$ cat src/hw/rtl/rlol_pkg.sv
// ----------------------------------------------------------------------------
// rlol_pkg
// Shared types and constants for the run-length offset lookup block.
// ----------------------------------------------------------------------------
package rlol_pkg;

  localparam int unsigned MaxRuns = 256;
  localparam int unsigned IdxW    = (MaxRuns > 1) ? $clog2(MaxRuns) : 1;
  localparam int unsigned CntW    = $clog2(MaxRuns + 1);
  localparam int unsigned DataW   = 32;
  localparam int unsigned FirstW  = 40;

  typedef enum logic [1:0] {
    OpClear  = 2'd0,
    OpAppend = 2'd1,
    OpQuery  = 2'd2
  } op_e;

  typedef enum logic [2:0] {
    StIdle,
    StExec,
    StSeek,
    StCmp,
    StDone
  } state_e;

  typedef struct packed {
    logic load;
    logic exec;
    logic rd_en;
    logic step;
    logic out_load;
  } cmd_t;

  typedef struct packed {
    logic is_query;
    logic walk_end;
    logic covered;
  } sts_t;

endpackage

$ cat src/hw/rtl/rlol_ctrl.sv
// ----------------------------------------------------------------------------
// rlol_ctrl
// Sequencer for clear, append and the cursor walk of a query.
// ----------------------------------------------------------------------------
module rlol_ctrl (
  input  logic            clk_i,
  input  logic            rst_ni,
  input  logic            in_valid_i,
  output logic            in_ready_o,
  output logic            out_valid_o,
  input  logic            out_ready_i,
  input  rlol_pkg::sts_t  sts_i,
  output rlol_pkg::cmd_t  cmd_o
);

  rlol_pkg::state_e state_q, state_d;
  logic             out_valid_q, out_valid_d;
  logic             out_free;

  assign out_free = !out_valid_q || out_ready_i;

  always_ff @(posedge clk_i or negedge rst_ni) begin
    if (!rst_ni) begin
      state_q     <= rlol_pkg::StIdle;
      out_valid_q <= 1'b0;
    end else begin
      state_q     <= state_d;
      out_valid_q <= out_valid_d;
    end
  end

  // next state
  always_comb begin
    state_d = state_q;
    unique case (state_q)
      rlol_pkg::StIdle: if (in_valid_i) state_d = rlol_pkg::StExec;
      rlol_pkg::StExec: state_d = sts_i.is_query ? rlol_pkg::StSeek : rlol_pkg::StDone;
      rlol_pkg::StSeek: state_d = sts_i.walk_end ? rlol_pkg::StDone : rlol_pkg::StCmp;
      rlol_pkg::StCmp:  state_d = sts_i.covered ? rlol_pkg::StDone : rlol_pkg::StSeek;
      rlol_pkg::StDone: if (out_free) state_d = rlol_pkg::StIdle;
      default:          state_d = rlol_pkg::StIdle;
    endcase
  end

  // outputs
  always_comb begin
    cmd_o       = '0;
    in_ready_o  = 1'b0;
    out_valid_d = out_valid_q && !out_ready_i;
    unique case (state_q)
      rlol_pkg::StIdle: begin
        in_ready_o = 1'b1;
        cmd_o.load = in_valid_i;
      end
      rlol_pkg::StExec: cmd_o.exec  = 1'b1;
      rlol_pkg::StSeek: cmd_o.rd_en = !sts_i.walk_end;
      rlol_pkg::StCmp:  cmd_o.step  = 1'b1;
      rlol_pkg::StDone: begin
        cmd_o.out_load = out_free;
        if (out_free) out_valid_d = 1'b1;
      end
      default: ;
    endcase
  end

  assign out_valid_o = out_valid_q;

endmodule

$ cat config.mk
export PLATFORM = sky130hd
export DESIGN_NAME = rlol_ctrl
export DESIGN_NICKNAME = d
export VERILOG_FILES = /design/src/hw/rtl/rlol_pkg.sv /design/src/hw/rtl/rlol_ctrl.sv
export SDC_FILE = /design/constraint.sdc
export NUM_CORES = 1
export LEC_CHECK = 0
export BUFFER_PORTS_ARGS = -buffer_cell sky130_fd_sc_hd__buf_2
export CORE_AREA = 2 2 39 41
export CTS_CLUSTER_DIAMETER = 150
export DETAILED_ROUTE_END_ITERATION = 16
export DIE_AREA = 0 0 41 43
export PLACE_DENSITY_LB_ADDON = 0.08
export SLEW_MARGIN = 30
export SYNTH_ARGS = -nofsm -noshare
export SYNTH_HDL_FRONTEND = slang
export SYNTH_SLANG_ARGS = --single-unit
$ cat constraint.sdc
create_clock -name clk_i -period 1.12 [get_ports clk_i]
set_input_delay 0.112 -clock clk_i [delete_from_list [all_inputs] [get_ports clk_i]]
set_output_delay 0.112 -clock clk_i [all_outputs]
set_load 0.05 [all_outputs]
==> impl_metrics.env <==
export IMPL_run_status="finished with violations"
export IMPL_violations="setup timing"
export IMPL_drt_initial_drc_count=1
export IMPL_hold_class="input port to flip-flop"
export IMPL_cp_arrival_ps=1270
export IMPL_clkTransAtPathRegs_ps=40
export IMPL_fin_crit_ps=1390
export IMPL_grt_pass1_wl_mm=1.37
export IMPL_post_dp_hpwl_um=540
export IMPL_cap_violations=0
export IMPL_post_drt_wl_per_cell_um=11.8
export IMPL_nets=56
export IMPL_setup_ws_ps=-265
export IMPL_crit_path_start_kind="flip-flop"
export IMPL_place_congestion=0.709
export IMPL_fin_util_pct=34.7
export IMPL_critical_path_top_delay_family="buffers and inverters"
export IMPL_rsz0062_at_grt="yes"
export IMPL_syn_cell_area_um2=233
export IMPL_numPlacedInstances=58
export IMPL_critPathLaunch="state_q[2]$_DFFE_PN0P_"
export IMPL_die_w_um=41
export IMPL_critPathMaxFanout=4
export IMPL_syn_instance_count=25
export IMPL_path_common_cell="buf_4"
export IMPL_ff2ff_path_depth=2
export IMPL_min_from="sts_i[0]"
export IMPL_finClkSkew_ps=2.29
export IMPL_syn_num_nets=32
export IMPL_r2r_slack_ps=-50
export IMPL_drt_pass1_iter_count=5
export IMPL_final_area_um2=480
export IMPL_root_buffer="clkbuf_4"
export IMPL_ys_warnings_count=0
export IMPL_fmax_mhz=722
export IMPL_antenna_cells=0
export IMPL_final_cells=63
export IMPL_p_leak_nw=0.229
export IMPL_final_common_cell="buf_2"
export IMPL_finalCritPeriodShare_pct=124
export IMPL_ys_seq_elements=4
export IMPL_drive_above_1_share_pct=66.0
export IMPL_globalRouteOverflowTotal=0
export IMPL_io_buffers=13
export IMPL_max_stage_delay_ps=420
export IMPL_worstSetupPathType="flip-flop to primary output"
export IMPL_worstPathCellList="buf_4 > buf_4 > nor3_4 > buf_6"
export IMPL_clock_path_buffers=2
export IMPL_numCtsBuffers=3
export IMPL_layout_common_cells="buf_2 (7), buf_4 (6)"
export IMPL_peakVddDrop_v=0.00112
export IMPL_cts_tree="yes"
export IMPL_vias=265
export IMPL_ant_nets=0
export IMPL_h_tree_depth=1
export IMPL_worstMarginPinSlew_ps=247
export IMPL_cts_sinks=4
export IMPL_core_area_um2=1380
export IMPL_grt_pass1_vias=316
export IMPL_holdWs_ps=119
export IMPL_p_per_area_nw_per_um2=3510
export IMPL_min_path_cells=3
export IMPL_viasPerCell=4.21
export IMPL_area_growth_pct=106
export IMPL_clk_latency_ps=230
export IMPL_ioPinCount=14
export IMPL_die_area_um2=1760
export IMPL_worstSetupEndpointType="primary output"
export IMPL_wl_um=746
export IMPL_yosysSeqAreaShare_pct=43.0
export IMPL_placed_area_um2=390
export IMPL_grt_use_total_pct=12.3
export IMPL_synth_area_per_cell_um2=9.31
export IMPL_relSlewSlack_pct=83.5
export IMPL_min_to="state_q[2]$_DFFE_PN0P_"
export IMPL_finalSetupViolations=7
export IMPL_start_util_pct=16.8
export IMPL_antenna_found_initial=0
export IMPL_worstReg2RegStart="state_q[0]$_DFFE_PN0P_"
export IMPL_path_buf_inv=3
export IMPL_critPathRequiredTime_ps=1010
export IMPL_worst_r2r_endpoint="state_q[1]$_DFFE_PN0P_"
export IMPL_place_ws_ps=-142
export IMPL_rows=14
export IMPL_drc=0
export IMPL_drv_slew=0
export IMPL_grt_max_degree=9
export IMPL_finalHoldViolCount=0
export IMPL_synthDistinctLibCells=16
export IMPL_die_y_um=43
export IMPL_cpMaxStageDelayCell="dfrtp_1"
## worst register-to-register path, cell delays in order (launching register included)
cell	delay [ps]
dfrtp_2	470
and3b_4	240
a221o_1	330
## Yosys cell counts, drive strengths merged
cell type | n | area (um2)
a221o | 1 | 10.0
a31oi | 1 | 6.26
and2 | 1 | 6.26
and3 | 1 | 7.51
and3b | 1 | 12.5
buf | 1 | 7.51
dfrtp | 4 | 100
inv | 3 | 11.3
mux2i | 1 | 10.0
nand2 | 3 | 11.3
nand2b | 1 | 6.26
nor2 | 1 | 3.75
nor3 | 3 | 15.0
nor3b | 1 | 7.51
nor4b | 1 | 8.76
o221ai | 1 | 8.76
## layout make-up
| class | instances | area (um2) |
|---|---|---|
| Multi-Input combinational cell | 17 | 154 |
| Fill cell | 154 | 903 |
| Inverter | 3 | 11.3 |
| Timing Repair Buffer | 20 | 169 |
| Sequential cell | 4 | 104 |
| Clock buffer | 3 | 22.5 |
| Tap cell | 16 | 20.0 |
## per-stage QoR
stage / power [mW] / setup TNS (ps)
after floorplan: 1.03 / -762
after global placement: 1.28 / -496
after detailed placement: 1.29 / -653
after CTS: 1.63 / -1340
after global routing: 1.80 / -1750
final: 1.69 / -1340
## cells by family (layout without fill, tap and decap cells)
logic type,Yosys count,in the layout,share of synthesized area [%]
buffers and inverters,4,26,8.07
AOI/OAI and AO/OA,3,3,10.8
DFF,4,4,43.0
muxes,1,1,4.30
and+or+nand+nor,13,13,33.9
## registers in the layout, indices dropped and copies added, names as in the netlist
signal	cells
out_valid_o	1
state_q	3
## report_power, final
part | internal, mW | switching (mW) | total [mW]
Sequential | 0.218 | 0.126 | 0.344
Clock | 0.120 | 0.0595 | 0.179
Combinational | 0.531 | 0.631 | 1.16
## routing by layer
metal | vias to the layer above | global-route usage, % | routed length [um]
met3 | 0 | 5.24 | 57
li1 | 133 | - | -
met5 | - | 0 | 0
met4 | 0 | 8.00 | 0
met2 | 12 | 17.2 | 375
met1 | 120 | 14.6 | 313
## worst max-delay path by stage
stage                           to  slack [ps]  depth (start not counted)
after floorplan           cmd_o[4]        -300                          3
after global placement    cmd_o[2]        -100                          2
after detailed placement  cmd_o[2]        -140                          2
after CTS                 cmd_o[2]        -270                          3
after global routing      cmd_o[2]        -320                          3
final                     cmd_o[3]        -270                          4
## what timing repair did
action                                  CTS  global route
setup buffers                             0             1
endpoints found under the hold margin     4             0
resized for setup                        15             1
hold buffers                              1             0
endpoints found under the setup margin    7             7
pin swaps                                 2             0
(Power assumes the default switching activity.)
